`config.mk`:
```
export PLATFORM = sky130hd
export DESIGN_NAME = mse_lane
export DESIGN_NICKNAME = d
export VERILOG_FILES = /design/src/rtl/mse_pkg.sv /design/src/rtl/mse_lane.sv
export SDC_FILE = /design/constraint.sdc
export NUM_CORES = 2
export LEC_CHECK = 0
export BUFFER_PORTS_ARGS = -buffer_cell sky130_fd_sc_hd__clkbuf_2
export CAP_MARGIN = 20
export CORE_UTILIZATION = 50
export DETAILED_ROUTE_END_ITERATION = 10
export PLACE_DENSITY = 0.66
export SLEW_MARGIN = 20
export SYNTH_ARGS = -nofsm -noshare
export SYNTH_HDL_FRONTEND = slang
export SYNTH_SLANG_ARGS = --single-unit
```
`constraint.sdc`:
```
create_clock -name clk -period 24.8 [get_ports clk]
set_clock_uncertainty 0.05 [all_clocks]
set_input_delay 4.96 -clock clk [delete_from_list [all_inputs] [get_ports clk]]
set_output_delay 4.96 -clock clk [all_outputs]
set_load 0.02 [all_outputs]
```
`src/rtl/mse_pkg.sv`:
```
// Shared types and constants of the multistep extrapolator.
// No dependencies; mse_lane, mse_merge, the top level and the testbench take names from here by scope.
`default_nettype none
package mse_pkg;

  localparam int MAX_TAPS_DEF  = 8;
  localparam int MAX_ELEMS_DEF = 1024;

  localparam logic CMD_SAMPLE = 1'b0;
  localparam logic CMD_COEF   = 1'b1;

  localparam logic [1:0] SEQ_ZEROTH = 2'd0;
  localparam logic [1:0] SEQ_FIRST  = 2'd1;
  localparam logic [1:0] SEQ_SECOND = 2'd2;
  localparam logic [1:0] SEQ_OUTPUT = 2'd3;

  localparam logic [7:0] REG_NUM_INPUTS = 8'd0;
  localparam logic [7:0] REG_SUM_OUTPUT = 8'd1;
  localparam logic [7:0] REG_TAP_COUNT  = 8'd2;
  localparam logic [7:0] REG_DELTA_TIME = 8'd3;

  localparam int LANES = 4;

  typedef struct packed {
    logic               cmd;
    logic [9:0]         elem_index;
    logic signed [31:0] value_zeroth;
    logic signed [31:0] value_first;
    logic signed [31:0] value_second;
    logic               end_of_step;
    logic [1:0]         coef_seq;
    logic [2:0]         coef_tap;
    logic signed [31:0] coef_value;
  } sample_t;

  typedef struct packed {
    logic [9:0]         elem_index_out;
    logic signed [31:0] result_value;
    logic               step_done;
  } result_t;

  typedef struct packed {
    logic [7:0]  idx;
    logic [31:0] value;
  } cfg_t;

  typedef struct packed {
    logic valid;
    logic first;
    logic last;
    logic use_new;
    logic en;
  } lane_ctl_t;

endpackage
`default_nettype wire

```
`src/rtl/mse_lane.sv`:
```
// One multiply-accumulate lane: coefficient set, product stage, accumulator.
// Depends on mse_pkg for the lane control word.
`default_nettype none
module mse_lane #(
  parameter int MAX_TAPS = mse_pkg::MAX_TAPS_DEF,
  localparam int KW = (MAX_TAPS > 1) ? $clog2(MAX_TAPS) : 1,
  localparam int LW = $clog2(MAX_TAPS + 1),
  localparam int LACC_W = 64 + LW
) (
  input  wire logic                     clk,
  input  wire logic                     rst,
  input  wire mse_pkg::lane_ctl_t       ctl,
  input  wire logic [KW-1:0]            k,
  input  wire logic signed [31:0]       rdata,
  input  wire logic signed [31:0]       new_value,
  input  wire logic                     coef_we,
  input  wire logic [KW-1:0]            coef_tap,
  input  wire logic signed [31:0]       coef_wdata,
  output logic signed [LACC_W-1:0]      acc,
  output logic                          acc_valid
);
  logic signed [31:0] coef [MAX_TAPS];
  mse_pkg::lane_ctl_t c1, c2;
  logic [KW-1:0]      k1;
  logic signed [31:0] x;
  logic signed [63:0] prod;

  assign x = c1.use_new ? new_value : rdata;

  always_ff @(posedge clk) begin
    if (rst) begin
      for (int i = 0; i < MAX_TAPS; i++) begin
        coef[i] <= '0;
      end
    end else if (coef_we) begin
      coef[coef_tap] <= coef_wdata;
    end
  end

  always_ff @(posedge clk) begin
    if (rst) begin
      c1        <= '0;
      c2        <= '0;
      acc_valid <= 1'b0;
    end else begin
      c1        <= ctl;
      c2        <= c1;
      acc_valid <= c2.valid && c2.last;
    end
  end

  always_ff @(posedge clk) begin
    k1 <= k;
    if (c1.en) begin
      prod <= x * coef[k1];
    end else begin
      prod <= '0;
    end
    if (c2.valid) begin
      acc <= (c2.first ? LACC_W'(0) : acc) + LACC_W'(prod);
    end
  end
endmodule
`default_nettype wire

```
# --- Word level (Yosys, flattened, before mapping) ---
# Memories as Yosys holds them, arrays and structs flattened. A register that Yosys moved wholly into a read port is not among the register bits.
# Cells that the tools add are included.
op_classes:
  n_addsub: 1
  mul: 1
  div: 0
  order_cmp: 0
  eq_ne: 0
  shifts: 0
  mux: 10
  bitwise_logic: 0
  reduce_logical: 2
op_table:
  columns: ["op", "count"]
  rows:
  - ["$add 68x64->68", 1]
  - ["$mux 68", 1]
  - ["$mul 32x32->64", 1]
  - ["$mux 32", 2]
  - ["$reduce_or 32->1", 1]
  - ["$mux 1", 6]
  - ["$mux 3", 1]
  - ["$logic_and 1x1->1", 1]
totals:
  reg_bits: 141
  latchBits: 0
  ram_bits: 256
  mem_bits_ro: 0
  inputBits: 110
  elab_cells: 26
  mem_count: 1
mem_list:
  columns: ["memory", "words", "word_bits", "read_ports", "rd_clocked_by_memory_dff", "write_ports", "line", "text"]
  rows:
  - ["coef", 8, 32, 1, 1, 8, "mse_lane.sv:22", "logic signed [31:0] coef [MAX_TAPS];"]

# --- Logic depth before layout (Yosys ltp) ---
depth:
  depth_word: 5
  ltp_mapped: 32
  mapped_depth_nobuf: 28

# --- Worst setup path before layout ---
# OpenSTA, ideal clock, no wires.
synth_path:
  kind: "in2reg"
  startpoint: "input port new_value[31]"
  endpoint: "register prod[57]"
  setup_time_ps: 72
  t_arrival_ps: 12518
  required_time_ps: 24678
  path_slack_ps: 12161
  cell_stages: 24
  path_cell_list: "mux2_2 > clkbuf_1 > nand2_1 > inv_1 > fa_1 > fa_1 > fa_1 > fa_1 > inv_1 > fa_1 > inv_1 > fa_1 > fa_1 > fa_1 > ha_1 > clkbuf_1 > o21ai_1 > nand2b_1 > a21o_1 > a211oi_1 > nor3b_1 > a21oi_1 > a311oi_2 > mux2i_1"
synth_via:
  elab_chain_len: 2
synth_rtl:
  columns: ["item", "line", "text"]
  rows:
  - ["start, declared", "mse_lane.sv:15", "input wire logic signed [31:0] new_value,"]
  - ["$mux 32", "mse_lane.sv:28", "assign x = c1.use_new ? new_value : rdata;"]
  - ["$mul 32x32->64", "mse_lane.sv:55", "prod <= x * coef[k1];"]
  - ["end signal, assigned", "mse_lane.sv:55", null]
  - ["end, declared", "mse_lane.sv:26", "logic signed [63:0] prod;"]
# Every way passes these cells.
# A chain may end at the register's enable or synchronous reset.

# --- Worst setup path after layout ---
layout_path:
  startpoint: "input port new_value[31]"
  endpoint: "register prod[60]"
# Same word-level chain as after synthesis.

==> metrics.md <==
| Metric | Value |
|---|---|
| GRT Max-Usage Layer | met2 |
| Total track usage | 0.2997 |
| CP max FO | 22 |
| Fin nets | 7010 |
| Routed vias/inst | 5.661 |
| Most frequent cells in the layout | fa_1, inv_1, nor2_1, nand2_1, edfxtp_1 |
| Post-CTS setup buffers | 0 |
| Syn Nets | 6962 |
| Starting Density | 0.5076 |
| Core ar. | 109500 sq um |
| Crit path arrival time | 13.45 ns |
| DR vias | 40070 |
| Area Overhead vs Synth | 7.575% |
| Setup ws final | 11.86 ns |
| Final period util | 0.5216 |
| Post-route ant nets | 0 |
| Setup crit start kind | input pin |
| Num CTS Buffers | 45 |
| FILL cells | 9729 |
| Crit-path slowest cell | fa_1 |
| Worst slew margin | 0.2420 |
| Routed wire length per instance | 22.93 um |
| Grt ovf | 0 |
| Number of setup violations in the final report | 0 |
| Unrepaired setup endpoints after global routing | no |
| Residual DRC | 0 |
| CTS tree | done |
| Clock-pin slew on the worst setup and hold paths | 0.06 ns |
| CTS resizes | 0 |
| # H-tree levels | 2 |
| Asr flop ratio synth | 0 |
| Placed Area | 58280 sq um |
| Minimum clock period | 12.94 ns |
| Worst Path Buf+Inv | 6 |
| Final setup TNS | 0 ns |
| Final Hold Viols | 0 |
| Placer Congestion | 0.9450 |
| Antenna violations before repair | 4 |
| Most frequent CP cell | fa_1 |
| Critical Path RT | 25.31 ns |
| Fin area | 59770 sq um |
| Pre-CTS setup slack | 11.32 ns |
| Vias in the first global route | 43240 |
| M1 GR Usage | 0.3851 |
| Syn avg cell area | 10.07 sq um |
| Drt initial violations | 3515 |
| Seq/Total Area, Yosys | 0.2025 |
| IO Port Bufs | 178 |
| Unique masters post-synth | 81 |
| Post-synthesis cell count | 5518 |
| Worst skew pair latency | 0.65 ns |
| Cell row count | 121 |
| Crit end category | flip-flop |
| Die area | 112500 sq um |
| Die width | 335.4 um |
| Final HPWL DP | 121.6 mm |
| Synthesized flop and latch total | 400 |
| Clock Sink Count | 400 |
| DIE HEIGHT | 335.4 um |
| Mapped Area | 55560 sq um |
| Number of max-cap violations | 0 |
| Routed WL | 162.3 mm |
| # IOs | 179 |
| Slew @ Worst Pin | 1.115 ns |
| CTS Buffer Depth | 3 |
| Met2 Usage GRT | 0.4836 |
| Hold crit path type | flip-flop to flip-flop |
| First-pass GRT wire length | 252.4 mm |
| Drt pass-1 iters | 6 |
| CTS root buf | clkbuf_16 |
| YS warnings | 0 |
| Status | completed |
| Hold buffer count at cts | 0 |
| Maximum number of pins on one net before global-route repair | 69 |
| Post-synth top flop | edfxtp_1 |
| Max Clk Rate | 77.30 MHz |
| Slew Viols, Final | 0 |
| Share of cells above drive strength 1 | 0.09622 |
| Most common cell after layout, fill and taps aside | fa_1 |
| Setup Crit Path Kind | input pin to flip-flop |
| Critical path's top delay family | adder cells |
| Max incr delay on CP | 1.06 ns |
| Post-synth EDFFs | 324 |
| Grt met3 use | 0.06451 |
[synth_stat cells (all sizes together) (6+ instances only)]
cell type | number | area share
nor2b | 90 | 0.010
buf | 21 | 0.0015
xnor2 | 81 | 0.013
o31ai | 9 | 0.0015
nor3 | 38 | 0.0034
a31oi | 22 | 0.0025
edfxtp | 324 | 0.18
nand2 | 536 | 0.036
nand3 | 34 | 0.0031
nor4 | 13 | 0.0018
and2 | 295 | 0.033
nand4 | 32 | 0.0036
o211ai | 9 | 0.0012
o21ai | 72 | 0.0066
mux2i | 62 | 0.011
o21a | 13 | 0.0018
o21bai | 27 | 0.0036
clkbuf | 237 | 0.016
or3 | 6 | 0.00068
nand2b | 33 | 0.0037
a21oi | 153 | 0.014
or2 | 25 | 0.0028
a211oi | 13 | 0.0018
mux4 | 64 | 0.026
xor2 | 34 | 0.0054
dfxtp | 76 | 0.027
nor2 | 641 | 0.043
a211o | 8 | 0.0013
a21o | 72 | 0.0097
and3 | 16 | 0.0018
ha | 251 | 0.057
mux2 | 53 | 0.011
inv | 1007 | 0.068
fa | 1083 | 0.39
[worst min-delay path: cells and delay by family, from the launching register on]
family | cells | cell delay (ns)
DFF | 1 | 0.29
and+or+nand+nor | 2 | 0.08
[sequential cells by signal (all words and copies together) (netlist names), named ones only]
signal / count
coef: 256
prod: 64
acc_valid: 1
c2: 3
c1: 5
acc: 68
[cell type report]
type	instances	area [sq um]	area share
multi-input combinational	3852	39890	0.6674
sequential	400	11270	0.1885
inverter	1008	3784	0.06330
tap	1476	1847	0.03090
timing repair buffer	259	1499	0.02508
clock buffer	68	1296	0.02169
clock inverter	15	185.2	0.003098
antenna	1	2.502	0.00004187
[routing by layer]
layer,wire length (um),vias to the layer above
met5,41,-
met4,8949,6
met3,15120,471
met2,74820,1906
met1,63420,20470
li1,-,17220
[cells by family after synthesis]
group | synth area share
muxes | 0.04785
DFF | 0.2025
buffers and inverters | 0.08562
xor gates and xnor gates | 0.01813
and+or+nand+nor | 0.1465
AOI/OAI and AO/OA | 0.05265
adders and majority gates | 0.4467
[path summary, 6_finish.rpt]
check / from / endpoint / slack, ns / depth (start not counted)
worst max-delay path: new_value[31] / prod[60] / 11.86 / 25
worst min-delay path: c2[2] / acc_valid / 0.36 / 2
worst max register to register: flip-flop / prod[60] / 14.05 / 28
worst min register to register: c2[2] / acc_valid / 0.36 / 2
[stage by stage]
step	instances	hold WS [ns]	util
floorplan	5518	0.3452	-
global placement	6995	0.3487	0.5324
detailed placement	6995	0.3550	0.5324
CTS	7078	0.3600	0.5460
global route	7078	0.3692	0.5460
finish	7079	0.3598	0.5461
Power is not shown: default switching activity piles up to over one toggle a cycle in this logic, so the estimate is an artifact.
