===== src/rtl/mse_pkg.sv =====
// Shared types and constants of the multistep extrapolator.
// No dependencies; mse_lane, mse_merge, the top level and the testbench take names from here by scope.
`default_nettype none
package mse_pkg;

  localparam int MAX_TAPS_DEF  = 8;
  localparam int MAX_ELEMS_DEF = 1024;

  localparam logic CMD_SAMPLE = 1'b0;
  localparam logic CMD_COEF   = 1'b1;

  localparam logic [1:0] SEQ_ZEROTH = 2'd0;
  localparam logic [1:0] SEQ_FIRST  = 2'd1;
  localparam logic [1:0] SEQ_SECOND = 2'd2;
  localparam logic [1:0] SEQ_OUTPUT = 2'd3;

  localparam logic [7:0] REG_NUM_INPUTS = 8'd0;
  localparam logic [7:0] REG_SUM_OUTPUT = 8'd1;
  localparam logic [7:0] REG_TAP_COUNT  = 8'd2;
  localparam logic [7:0] REG_DELTA_TIME = 8'd3;

  localparam int LANES = 4;

  typedef struct packed {
    logic               cmd;
    logic [9:0]         elem_index;
    logic signed [31:0] value_zeroth;
    logic signed [31:0] value_first;
    logic signed [31:0] value_second;
    logic               end_of_step;
    logic [1:0]         coef_seq;
    logic [2:0]         coef_tap;
    logic signed [31:0] coef_value;
  } sample_t;

  typedef struct packed {
    logic [9:0]         elem_index_out;
    logic signed [31:0] result_value;
    logic               step_done;
  } result_t;

  typedef struct packed {
    logic [7:0]  idx;
    logic [31:0] value;
  } cfg_t;

  typedef struct packed {
    logic valid;
    logic first;
    logic last;
    logic use_new;
    logic en;
  } lane_ctl_t;

endpackage
`default_nettype wire


===== src/rtl/mse_merge.sv =====
// Merging stage: adds the lane sums, rounds to Q16.16 and saturates.
// Depends on mse_pkg for the lane count.
`default_nettype none
module mse_merge #(
  parameter int LACC_W = 68,
  localparam int MACC_W = LACC_W + 2,
  localparam int RW = MACC_W - 24
) (
  input  wire logic                    clk,
  input  wire logic                    rst,
  input  wire logic signed [LACC_W-1:0] acc [mse_pkg::LANES],
  input  wire logic                    acc_valid,
  output logic signed [31:0]           y,
  output logic                         y_valid
);
  localparam logic signed [RW-1:0] YMAX = RW'(32'sh7fffffff);
  localparam logic signed [RW-1:0] YMIN = RW'($signed(32'h80000000));

  logic signed [MACC_W-1:0] sum, rnd;
  logic signed [RW-1:0]     r;
  logic                     sum_valid;

  assign rnd = sum + MACC_W'(25'sd8388608);
  assign r   = $signed(rnd[MACC_W-1:24]);

  always_ff @(posedge clk) begin
    if (rst) begin
      sum_valid <= 1'b0;
      y_valid   <= 1'b0;
    end else begin
      sum_valid <= acc_valid;
      y_valid   <= sum_valid;
    end
  end

  always_ff @(posedge clk) begin
    sum <= MACC_W'(acc[0]) + MACC_W'(acc[1]) + MACC_W'(acc[2]) + MACC_W'(acc[3]);
    if (r > YMAX) begin
      y <= 32'sh7fffffff;
    end else if (r < YMIN) begin
      y <= $signed(32'h80000000);
    end else begin
      y <= 32'(r);
    end
  end
endmodule
`default_nettype wire


===== config.mk =====
export PLATFORM = sky130hd
export DESIGN_NAME = mse_merge
export DESIGN_NICKNAME = d
export VERILOG_FILES = /design/src/rtl/mse_pkg.sv /design/src/rtl/mse_merge.sv
export SDC_FILE = /design/constraint.sdc
export NUM_CORES = 1
export LEC_CHECK = 0
export ABC_AREA = 1
export ABC_CLOCK_PERIOD_IN_PS = 8100
export BUFFER_PORTS_ARGS = -buffer_cell sky130_fd_sc_hd__buf_2
export CAP_MARGIN = 20
export CORE_ASPECT_RATIO = 1.4
export CORE_MARGIN = 2
export CORE_UTILIZATION = 60
export CTS_CLUSTER_DIAMETER = 200
export DETAILED_ROUTE_END_ITERATION = 8
export PLACE_DENSITY = 0.95
export SLEW_MARGIN = 10
export SYNTH_ARGS = -nofsm -noshare
export SYNTH_HDL_FRONTEND = slang
export SYNTH_SLANG_ARGS = --single-unit

===== constraint.sdc =====
create_clock -name clk -period 8.1 [get_ports clk]
set_clock_uncertainty 0.2 [all_clocks]
set_input_delay 1.62 -clock clk [delete_from_list [all_inputs] [get_ports clk]]
set_output_delay 1.62 -clock clk [all_outputs]
set_load 0.02 [all_outputs]

After elaboration in Yosys (flattened, before gate mapping). Index checks and enable logic that the tools add are counted.

Output and inout bits: 33. Logic and storage cells: 11. Register bits: 104. Input bits: 275.

Add/sub/neg operators: 4. Magnitude comparators: 2. Multiplexer cells: 1.

Operator list (count): adder 69 x 68 -> 70 bit (1); adder 70 x 25 -> 70 bit, second input constant (1); adder 70 x 68 -> 70 bit (1); adder 68 x 68 -> 69 bit (1); greater-than comparator 46 x 32 -> 1 bit, second input constant (1); < comparator 46 x 32 -> 1 bit, second input constant (1); two-way mux 32 bit (1).

Longest topological paths before layout. Gate-level depths: netlist of run 1.

Depth after elaboration: 3. Gate-level depth with buffers: 20. Gate-level depth less buffers: 20.

Worst setup path after synthesis of run 1. OpenSTA, ideal clock, no wires.

Kind: input to register. From: in acc[30] in the netlist's numbering. To: reg sum[57]. Setup slack: 3.640 ns. Path buffers: 0. Cell stages on the path: 15. Data arrival time: 4.148 ns. Required time: 7.788 ns. Library setup time: 0.112 ns. Path through: inv_1 -> fa_1 -> fa_1 -> inv_1 -> ha_1 -> nand2_1 -> nor2_1 -> inv_1 -> nor2_1 -> inv_1 -> nor2_1 -> nand3_1 -> or2_2 -> nand3_1 -> nand2_1.

Longest elaborated chain between the ends: 1.

RTL lines: from (decl) (line mse_merge.sv:11) `input wire logic signed [LACC_W-1:0] acc [mse_pkg::LANES],`; adder 70 x 68 -> 70 bit (line mse_merge.sv:37) `sum <= MACC_W'(acc[0]) + MACC_W'(acc[1]) + MACC_W'(acc[2]) + MACC_W'(acc[3]);`; to (signal assigned) (line mse_merge.sv:37); to (decl) (line mse_merge.sv:19) `logic signed [MACC_W-1:0] sum, rnd;`.

Every way passes these cells. A chain may end at the register's enable or synchronous reset.

Worst setup path in the final report of run 1.
From: in acc[35] in the netlist's numbering. To: reg sum[63].

The elaborated chain is that of the path after synthesis.

==> qor.csv, run 1 <==
stage,metric,value,unit
floorplan,Starting Density,61.00,%
critical_path,Crit Path Category,primary input to flip-flop,
placed_design,Placed Area,0.01424,mm^2
timing,Least-Margin Pin Slew,1.036,ns
yosys,Post-Synthesis Cells,1955,
yosys,"EDFF count, synth",0,
global_route,first-pass GRT wire length,68140,um
clock_tree,hold-fix buffer count after cts,0,
yosys,largest family of logic cells by synthesized area,adder cells,
drt,Detail Route Antenna Nets,0,
critical_path,worst reg2reg path depth,12,
yosys,async set-or-reset flop fraction in the synthesized netlist,0,%
clock_tree,Clock Path Buffers,2,
critical_path,FF-to-FF Start,sum[23],
yosys,Post-Synth Simple-Gate Area,26.69,%
yosys,Synth Area in Adders,28.72,%
yosys,syn avg cell area,6.365,um^2
timing,Slew Limit Headroom,30.74,%
global_route,initial antenna violation count,0,
timing,# setup viols final,0,
yosys,Synth area leaders,"fa_1 (22%), inv_1 (17%), nand2_1 (13%)",
yosys,ys flop type,dfxtp_1,
clock_tree,TritonCTS Buffers,9,
drt,Initial DRT Pass Iterations,6,
floorplan,Ports,308,
yosys,Seq cells post-synth,81,
floorplan,Die ar.,0.02192,mm^2
timing,Final Hold Vio Count,0,
yosys,Synth top area share,21.88,%
clock_tree,clock-pin slew on the worst setup and hold paths,0.07,ns
power,power per cell area,267.5,mW/mm^2
timing,final hold slack,0.2097,ns
timing,RSZ-0062 raised after global routing,no,
timing,fin crit period,4.868,ns
global_route,Tot GR Track Use,39.58,%
finish,Area growth syn-to-layout,17.15,%
drt,WL final,43440,um
yosys,Synth Area in Compound Gates,10.29,%
yosys,Syn Nets,2434,
power,static leakage,8.155,nW
run,MaxCap Viol Count,0,
yosys,Synth cell types,36,
clock_tree,CTS tree,done,
clock_tree,clk sinks,81,
power,Sw Share,54.80,%
critical_path,R2R setup slack,4.51,ns
power,clock power share,12.1,%
power,Int Pwr,1.763,mW
clock_tree,postcts setup bufs,0,
power,Pwr Total,3.900,mW
critical_path,Critical Path Start,acc[35],
drt,DRT iter0 DRCs,988,
drt,WL/cell,17.19,um
drt,via count,13480,
critical_path,Critical Path RT,8.16,ns
floorplan,Die W,125.7,um
timing,Fmax,205.4,MHz
timing,Final period util,60.09,%
clock_tree,CTS H-tree lvls,3,
placed_design,hpwl dp,38630,um
power,Flop pwr share,20.4,%
clock_tree,worst skew pair latency,0.34,ns
worst_hold_path,Hold/Removal Path Class,flip-flop to flip-flop,
critical_path,peak fanout along the critical path,4,
drt,Residual DRC,0,
power,VDD IR-drop max,0.1417,mV
floorplan,Die Ht,174.4,um
finish,layout cells sized above 1,15.05,%
timing,final slew viol count,0,
placed_design,port bufs,307,
critical_path,CP endpoint,sum[63],
floorplan,Core Box Area,0.02040,mm^2
placed_design,routability cong.,1.068,
yosys,synth cell count leaders,"inv_1 (551), nand2_1 (439), nor2_1 (248)",
yosys,Post-Synthesis Cell Area,0.01244,mm^2
yosys,post-synthesis xor/xnor area fraction,4.142,%
clock_tree,root buf cell,clkbuf_16,
power,Combinational Power Share,67.6,%
yosys,mux contribution to synthesized area,0,%
global_route,largest net degree at the start of global routing,32,
power,Sw Pwr,2.137,mW
critical_path,CP Launch Type,primary input,
finish,antenna fix cells,0,
floorplan,row count,62,
outcome,status,"finished, final reports clean",
yosys,most frequent cell after synthesis,inv_1,
yosys,sequential area share after synthesis,13.03,%
yosys,synthesis warning total,0,
global_route,vias in the first global route,14190,
yosys,top cell type by total area after synthesis,fa_1,
drt,DR vias/cell,5.330,
timing,setup tns final,0,ns
finish,Layout Nets,2746,
finish,"Design Area, Final",0.01458,mm^2
critical_path,Worst EP arrival,4.93,ns
critical_path,R2R Path End,y[6],
clock_tree,cts repair resizes,0,
finish,final core utilization,71.46,%
global_route,grt total ovfl,0,
critical_path,Critical Path End Type,flip-flop,
## area by class of cell
cell class                 instances  area (um^2)
fill                            1722         5823
sequential                        81         1622
clock inverter                     7        108.9
multi-input combinational       1315         8691
inverter                         553         2076
clock buffer                       9        225.2
timing repair buffer             307         1536
tap                              256        320.3
## power groups by stage
stage | clock [mW] | combinational (mW) | sequential [mW]
finish | 0.471 | 2.64 | 0.794
global route | 0.483 | 2.89 | 0.811
CTS | 0.470 | 2.57 | 0.789
detailed placement | 0 | 2.55 | 0.797
global placement | 0 | 2.49 | 0.793
floorplan | 0 | 1.68 | 0.826
## per-stage QoR
stage	std cells	worst slack, ns
after floorplan	1955	3.640
after global placement	2512	2.977
after detailed placement	2512	2.938
after CTS	2528	3.276
after global routing	2528	3.028
final	2528	3.232
## per-layer routing
metal	up-vias	GRT usage (%)	wire [um]
li1	6440	-	-
met1	6155	39.39	14370
met2	661	76.13	23310
met3	219	4.278	2580
met4	0	26.06	3188
met5	-	0	0
## registers in the layout, indices dropped and copies added (netlist names)
signal     count
sum_valid      1
y             32
y_valid        1
sum           47
## worst max-delay path: stages
cell and delay [ns]:
buf_2 0.08, inv_1 0.04, fa_1 0.51, fa_1 0.53, inv_1 0.05, ha_1 0.42, nand2_1 0.13, nor2_1 0.28
inv_1 0.11, o21ai_0 0.35, a21oi_1 0.18, nor3_1 0.25, nor2_1 0.11, nand2_1 0.07, nand2_1 0.06, nand2_1 0.14
## layout by cell type (no fill, tap or decap), types with 11 or more instances in the layout
cell      count
xnor2_1      22
nor2_1      248
xor2_1       35
dfxtp_1      81
fa_1        136
nand4_1      26
a21o_1       12
o21bai_1     11
nor3_1       12
nand3_1      64
inv_1       551
a21oi_1     119
ha_1         68
nand2_1     439
buf_2       307
o21ai_0      74
## kinds of logic after synthesis
| logic type | count (synthesis) |
|---|---|
| xor gates and xnor gates | 58 |
| and+or+nand+nor | 818 |
| buffers and inverters | 559 |
| DFF | 81 |
| AOI/OAI and AO/OA | 235 |
| adders and majority gates | 204 |
## worst min path at each step
stage | start | endpoint | slack, ns | cells after the start
floorplan | sum_valid | y_valid | 0.19 | 2
global placement | sum_valid | y_valid | 0.20 | 2
detailed placement | sum_valid | y_valid | 0.20 | 2
CTS | sum_valid | y_valid | 0.21 | 2
global route | sum_valid | y_valid | 0.24 | 2
finish | sum_valid | y_valid | 0.21 | 2
Note: power is estimated with default switching activity, not from simulation.
==> inputs of run 2 (changes only) <==
- ABC_CLOCK_PERIOD_IN_PS: 8100 -> 4100
- CORE_UTILIZATION: 60 -> 51
- PLACE_DENSITY: 0.95 -> 0.92
- clock period: 8.1 -> 4.1 ns (I/O delays scaled with it)
==> run 2 against run 1 <==
  * Sequential share of layout area decreased by 0.88 points
  * Clock-buffer cell count unchanged
  * Via count increased by 3.5%
  * Global-route usage shrank 3.1 points
  * Power rose by 120%
  * Sequential cell count did not move
  * Cell area grew 8.6%
  * Critical path depth is 1 lower
  * Worst setup slack worse by 3.1 ns
  * Die area rose by 17%
==> qor.csv, run 2 (synthesis results as in run 1) <==
stage,metric,value,unit
global_route,vias in the first global route,14980,
critical_path,Critical Path End Type,flip-flop,
floorplan,Die ar.,0.02568,mm^2
timing,Least-Margin Pin Slew,0.6503,ns
timing,Final period util,96.74,%
placed_design,hpwl dp,41090,um
timing,setup tns final,0,ns
timing,final hold slack,0.2041,ns
critical_path,Critical Path RT,4.15,ns
drt,Residual DRC,0,
clock_tree,clock-pin slew on the worst setup and hold paths,0.07,ns
drt,Detail Route Antenna Nets,0,
drt,WL final,45720,um
finish,Layout Nets,2900,
floorplan,Ports,308,
floorplan,Starting Density,51.90,%
floorplan,Core Box Area,0.02398,mm^2
timing,Final Hold Vio Count,0,
critical_path,Crit Path Category,primary input to flip-flop,
global_route,largest net degree at the start of global routing,32,
drt,DRT iter0 DRCs,707,
finish,"commonest non-fill, non-tap cells in the layout","inv_1 (551), nand2_1 (439), buf_2 (307)",
timing,# setup viols final,0,
global_route,grt total ovfl,0,
power,static leakage,8.900,nW
drt,via count,13940,
power,power per cell area,536.2,mW/mm^2
timing,final slew viol count,0,
clock_tree,postcts setup bufs,0,
placed_design,routability cong.,0.9475,
clock_tree,CTS H-tree lvls,3,
outcome,status,"finished, final reports clean",
finish,Area growth syn-to-layout,27.22,%
clock_tree,clk sinks,81,
placed_design,port bufs,307,
critical_path,peak fanout along the critical path,3,
critical_path,Worst EP arrival,4.02,ns
global_route,first-pass GRT wire length,72060,um
finish,largest registers,"sum (47), y (32)",
run,MaxCap Viol Count,0,
drt,DR vias/cell,5.095,
clock_tree,CTS tree,done,
clock_tree,TritonCTS Buffers,9,
finish,max FFs per register,47,
floorplan,Die W,136.0,um
finish,layout cells sized above 1,20.98,%
timing,fin crit period,3.966,ns
drt,Initial DRT Pass Iterations,6,
clock_tree,root buf cell,clkbuf_16,
worst_hold_path,Hold/Removal Path Class,flip-flop to flip-flop,
timing,Slew Limit Headroom,56.49,%
drt,WL/cell,16.71,um
critical_path,CP Launch Type,primary input,
finish,Reg with most FFs,sum,
power,VDD IR-drop max,0.4073,mV
clock_tree,Clock Path Buffers,2,
global_route,initial antenna violation count,0,
timing,Fmax,252.1,MHz
floorplan,row count,67,
clock_tree,worst skew pair latency,0.35,ns
floorplan,Die Ht,188.8,um
finish,"commonest non-fill, non-tap cell in the layout",inv_1,
finish,antenna fix cells,0,
global_route,Tot GR Track Use,36.48,%
run 2: changes by cell type in the layout (fill, tap and decap cells not counted), moves of 2 or more:
cell     delta
nor2_1      -6
nor3_1      -2
a21oi_1     -4
nor2_2      +6
buf_4     +154
a21oi_2     +4
run 2: worst paths after layout:
path,startpoint,to,slack (ns),cells past startpoint
hold reg to reg,sum_valid,y_valid,0.20,2
setup / recovery,acc[6],sum[59],0.13,15
hold / removal,sum_valid,y_valid,0.20,2
setup reg to reg,sum[23],y[9],1.07,15
run 2: critical path: stages:
cell     delay (ns)
buf_2          0.07
inv_1          0.05
fa_1           0.54
inv_1          0.06
fa_1           0.46
ha_1           0.34
a21oi_1        0.36
o21ai_0        0.19
a21oi_1        0.29
o21ai_0        0.14
nand2_1        0.08
nand2_1        0.16
nand3_1        0.12
nand2_1        0.10
xor2_1         0.23
run 2: per-stage QoR:
step,instance area (um^2),setup WS (ns),power (mW),cells,utilization (%)
2_1_floorplan,12440,0.4398,4.947,1955,-
3_3_place_gp,15470,-0.3107,7.323,2720,64.52
3_5_place_dp,15470,-0.3109,7.466,2720,64.52
4_1_cts,15780,0.02926,8.350,2736,65.81
5_1_grt,15830,-0.007018,9.181,2736,66.03
6_report,15830,0.1338,8.489,2736,66.03
run 2: routing by layer:
layer	track usage [%]	vias to the layer above	wire, um
met5	0	-	0
met4	23.72	0	3596
met3	3.982	213	2223
met2	69.89	583	24400
met1	36.17	6397	15500
li1	-	6748	-
run 2: final cells by class:
| type | count | area [um^2] |
|---|---|---|
| Clock buffer | 9 | 225.2 |
| Clock inverter | 7 | 83.83 |
| Fill cell | 2116 | 8144 |
| Inverter | 553 | 2076 |
| Multi-Input combinational cell | 1315 | 8745 |
| Sequential cell | 81 | 1622 |
| Tap cell | 310 | 387.9 |
| Timing Repair Buffer | 461 | 2693 |
run 2: timing repair:
item	4_1_cts	5_1_grt
setup endpoints to repair	0	9
hold buffers	0	0
gates resized for setup	0	16
run 2: report_power, final:
group / internal (mW) / switching [mW] / total, mW
clock network: 0.484 / 0.380 / 0.865
logic: 2.37 / 3.67 / 6.04
registers: 1.21 / 0.373 / 1.58
total: 4.06 / 4.42 / 8.49
==> inputs of run 3 (changes only) <==
- ABC_CLOCK_PERIOD_IN_PS: 4100 -> 4600
- CELL_PAD_IN_SITES_DETAIL_PLACEMENT: unset -> 0
- CELL_PAD_IN_SITES_GLOBAL_PLACEMENT: unset -> 2
- CORE_UTILIZATION: 51 -> 31
- PLACE_DENSITY: 0.92 -> 0.95
- clock period: 4.1 -> 4.6 ns (I/O delays scaled with it)
==> run 3 against run 2 <==
  * Combinational power down 21%
  * Cell count is 3.4% higher
  * Sequential cell count stayed put
  * Power is 19% lower
  * Worst setup slack better by 0.29 ns
  * Clock power fell by 23%
  * Largest power group unchanged
==> qor.csv, run 3 (synthesis results as in run 1) <==
stage,metric,value,unit
finish,Area growth syn-to-layout,21.08,%
power,power per cell area,453.5,mW/mm^2
drt,met2 wire len,24790,um
floorplan,row count,86,
clock_tree,cts repair resizes,0,
floorplan,Core Box Area,0.03949,mm^2
worst_hold_path,Hold/Removal Path Class,flip-flop to flip-flop,
timing,Final period util,90.81,%
drt,DR vias/cell,4.449,
global_route,Tot GR Track Use,21.61,%
global_route,initial antenna violation count,1,
critical_path,Critical Path RT,4.66,ns
timing,fin crit period,4.177,ns
global_route,vias in the first global route,13550,
clock_tree,Clock Path Buffers,2,
clock_tree,postcts setup bufs,0,
placed_design,hpwl dp,41260,um
clock_tree,CTS H-tree lvls,3,
floorplan,Die ar.,0.04179,mm^2
worst_hold_path,worst hold start,sum_valid,
timing,final slew viol count,0,
outcome,status,"finished, final reports clean",
floorplan,Ports,308,
global_route,grt total ovfl,0,
critical_path,slowest CP cell,fa_1,
drt,metal3 WL,1188,um
floorplan,Die Ht,241.1,um
floorplan,Die W,173.3,um
clock_tree,clk sinks,81,
timing,Slew Limit Headroom,46.82,%
finish,Reg with most FFs,sum,
critical_path,Critical Path Start,acc[41],
finish,"Design Area, Final",0.01507,mm^2
finish,layout cells sized above 1,16.04,%
finish,antenna fix cells,0,
finish,"commonest non-fill, non-tap cell in the layout",inv_1,
critical_path,CP max stage delay,0.53,ns
clock_tree,hold-fix buffer count after cts,0,
timing,setup tns final,0,ns
critical_path,CP Launch Type,primary input,
critical_path,R2R setup slack,1.60,ns
clock_tree,worst skew pair latency,0.36,ns
finish,Layout Nets,2774,
drt,Detail Route Antenna Nets,0,
power,VDD IR-drop max,0.1601,mV
placed_design,routability cong.,0.9229,
timing,Final Hold Vio Count,0,
placed_design,port bufs,307,
drt,WL final,44450,um
clock_tree,root buf cell,clkbuf_16,
power,static leakage,8.260,nW
critical_path,Worst EP arrival,4.23,ns
worst_hold_path,hold depth,2,
drt,DRT iter0 DRCs,512,
global_route,largest net degree at the start of global routing,32,
critical_path,FF-to-FF Start,sum[23],
finish,largest registers,"sum (47), y (32)",
critical_path,peak fanout along the critical path,4,
drt,wl on met1,16420,um
drt,Initial DRT Pass Iterations,5,
clock_tree,clock-pin slew on the worst setup and hold paths,0.07,ns
timing,Fmax,239.4,MHz
critical_path,Crit Path Category,primary input to flip-flop,
drt,Residual DRC,0,
clock_tree,TritonCTS Buffers,9,
worst_hold_path,WHS Endpoint,y_valid,
drt,WL/cell,15.72,um
finish,FILL cells,4460,
timing,RSZ-0062 raised after global routing,no,
finish,max FFs per register,47,
critical_path,worst reg2reg path depth,13,
placed_design,Placed Area,0.01480,mm^2
timing,# setup viols final,0,
finish,"commonest non-fill, non-tap cells in the layout","inv_1 (551), nand2_1 (439), buf_2 (307)",
drt,via count,12580,
run,MaxCap Viol Count,0,
global_route,first-pass GRT wire length,69140,um
critical_path,R2R Path End,y[3],
floorplan,Starting Density,31.51,%
drt,uppermost layer routed,met4,
critical_path,"Cell Chain, Critical Path","buf_2, inv_1, fa_1, fa_1, inv_1, ha_1, a21oi_1, o21ai_0, a21oi_1, o21ai_0, a21oi_1, nand2_1, nand2_1, nand2_1",
critical_path,Critical Path End Type,flip-flop,
clock_tree,CTS tree,done,
timing,Least-Margin Pin Slew,0.7909,ns
==> run 3: cell count changes in the layout (fill, tap and decap cells not counted), moves of 2 or more <==
cell	change
buf_4	-126
nor2_2	-6
a21oi_2	-4
inv_6	-2
clkinv_2	+2
a21oi_1	+4
nor2_1	+6
nor3_1	+2
==> run 3: area by class of cell <==
type,count,area [um^2],share of cell area [%]
tap,528,660.6,4.384
multi-input combinational,1315,8691,57.68
inverter,553,2076,13.78
clock inverter,6,43.79,0.2906
clock buffer,10,229.0,1.520
timing repair buffer,335,1747,11.59
sequential,81,1622,10.76
==> run 3: metal layers <==
layer  up-vias  global-route usage [%]
met5         -                       0
met4         0                   9.527
met3        80                   1.575
met2       299                   44.58
met1      5717                   21.93
li1       6486                       -
==> run 3: worst max-delay path by stage <==
| stage | endpoint | slack, ns | cells past startpoint |
|---|---|---|---|
| finish | sum[50] | 0.42 | 14 |
| global placement | sum[50] | 0.06 | 14 |
| floorplan | sum[57] | 0.84 | 15 |
| global route | sum[55] | 0.24 | 15 |
| detailed placement | sum[50] | 0.05 | 14 |
| CTS | sum[50] | 0.42 | 14 |
==> run 3: critical path, delay by kind of cell <==
family                   cells  cell delay, ns
AO/OA/AOI/OAI                5            1.50
buffers and inverters        3            0.19
AND/OR/NAND/NOR              3            0.22
adder cells (fa/ha/maj)      3            1.39
==> run 3: stage by stage <==
step	worst slack (ns)	cells	utilization, %	power (mW)	hold slack (ns)
finish	0.4227	2828	38.16	6.834	0.2071
global route	0.2431	2828	38.16	7.530	0.2328
CTS	0.4200	2828	38.16	6.896	0.2114
detailed placement	0.04527	2812	37.47	6.205	0.2026
global placement	0.05747	2812	37.47	6.199	0.1988
floorplan	0.8398	1955	-	4.410	0.1883
==> run 3: where the power goes <==
part / leakage [nW] / internal, mW / switching (mW)
clock network: 0.133 / 0.367 / 0.298
registers: 0.682 / 1.08 / 0.332
logic: 7.45 / 1.65 / 3.11
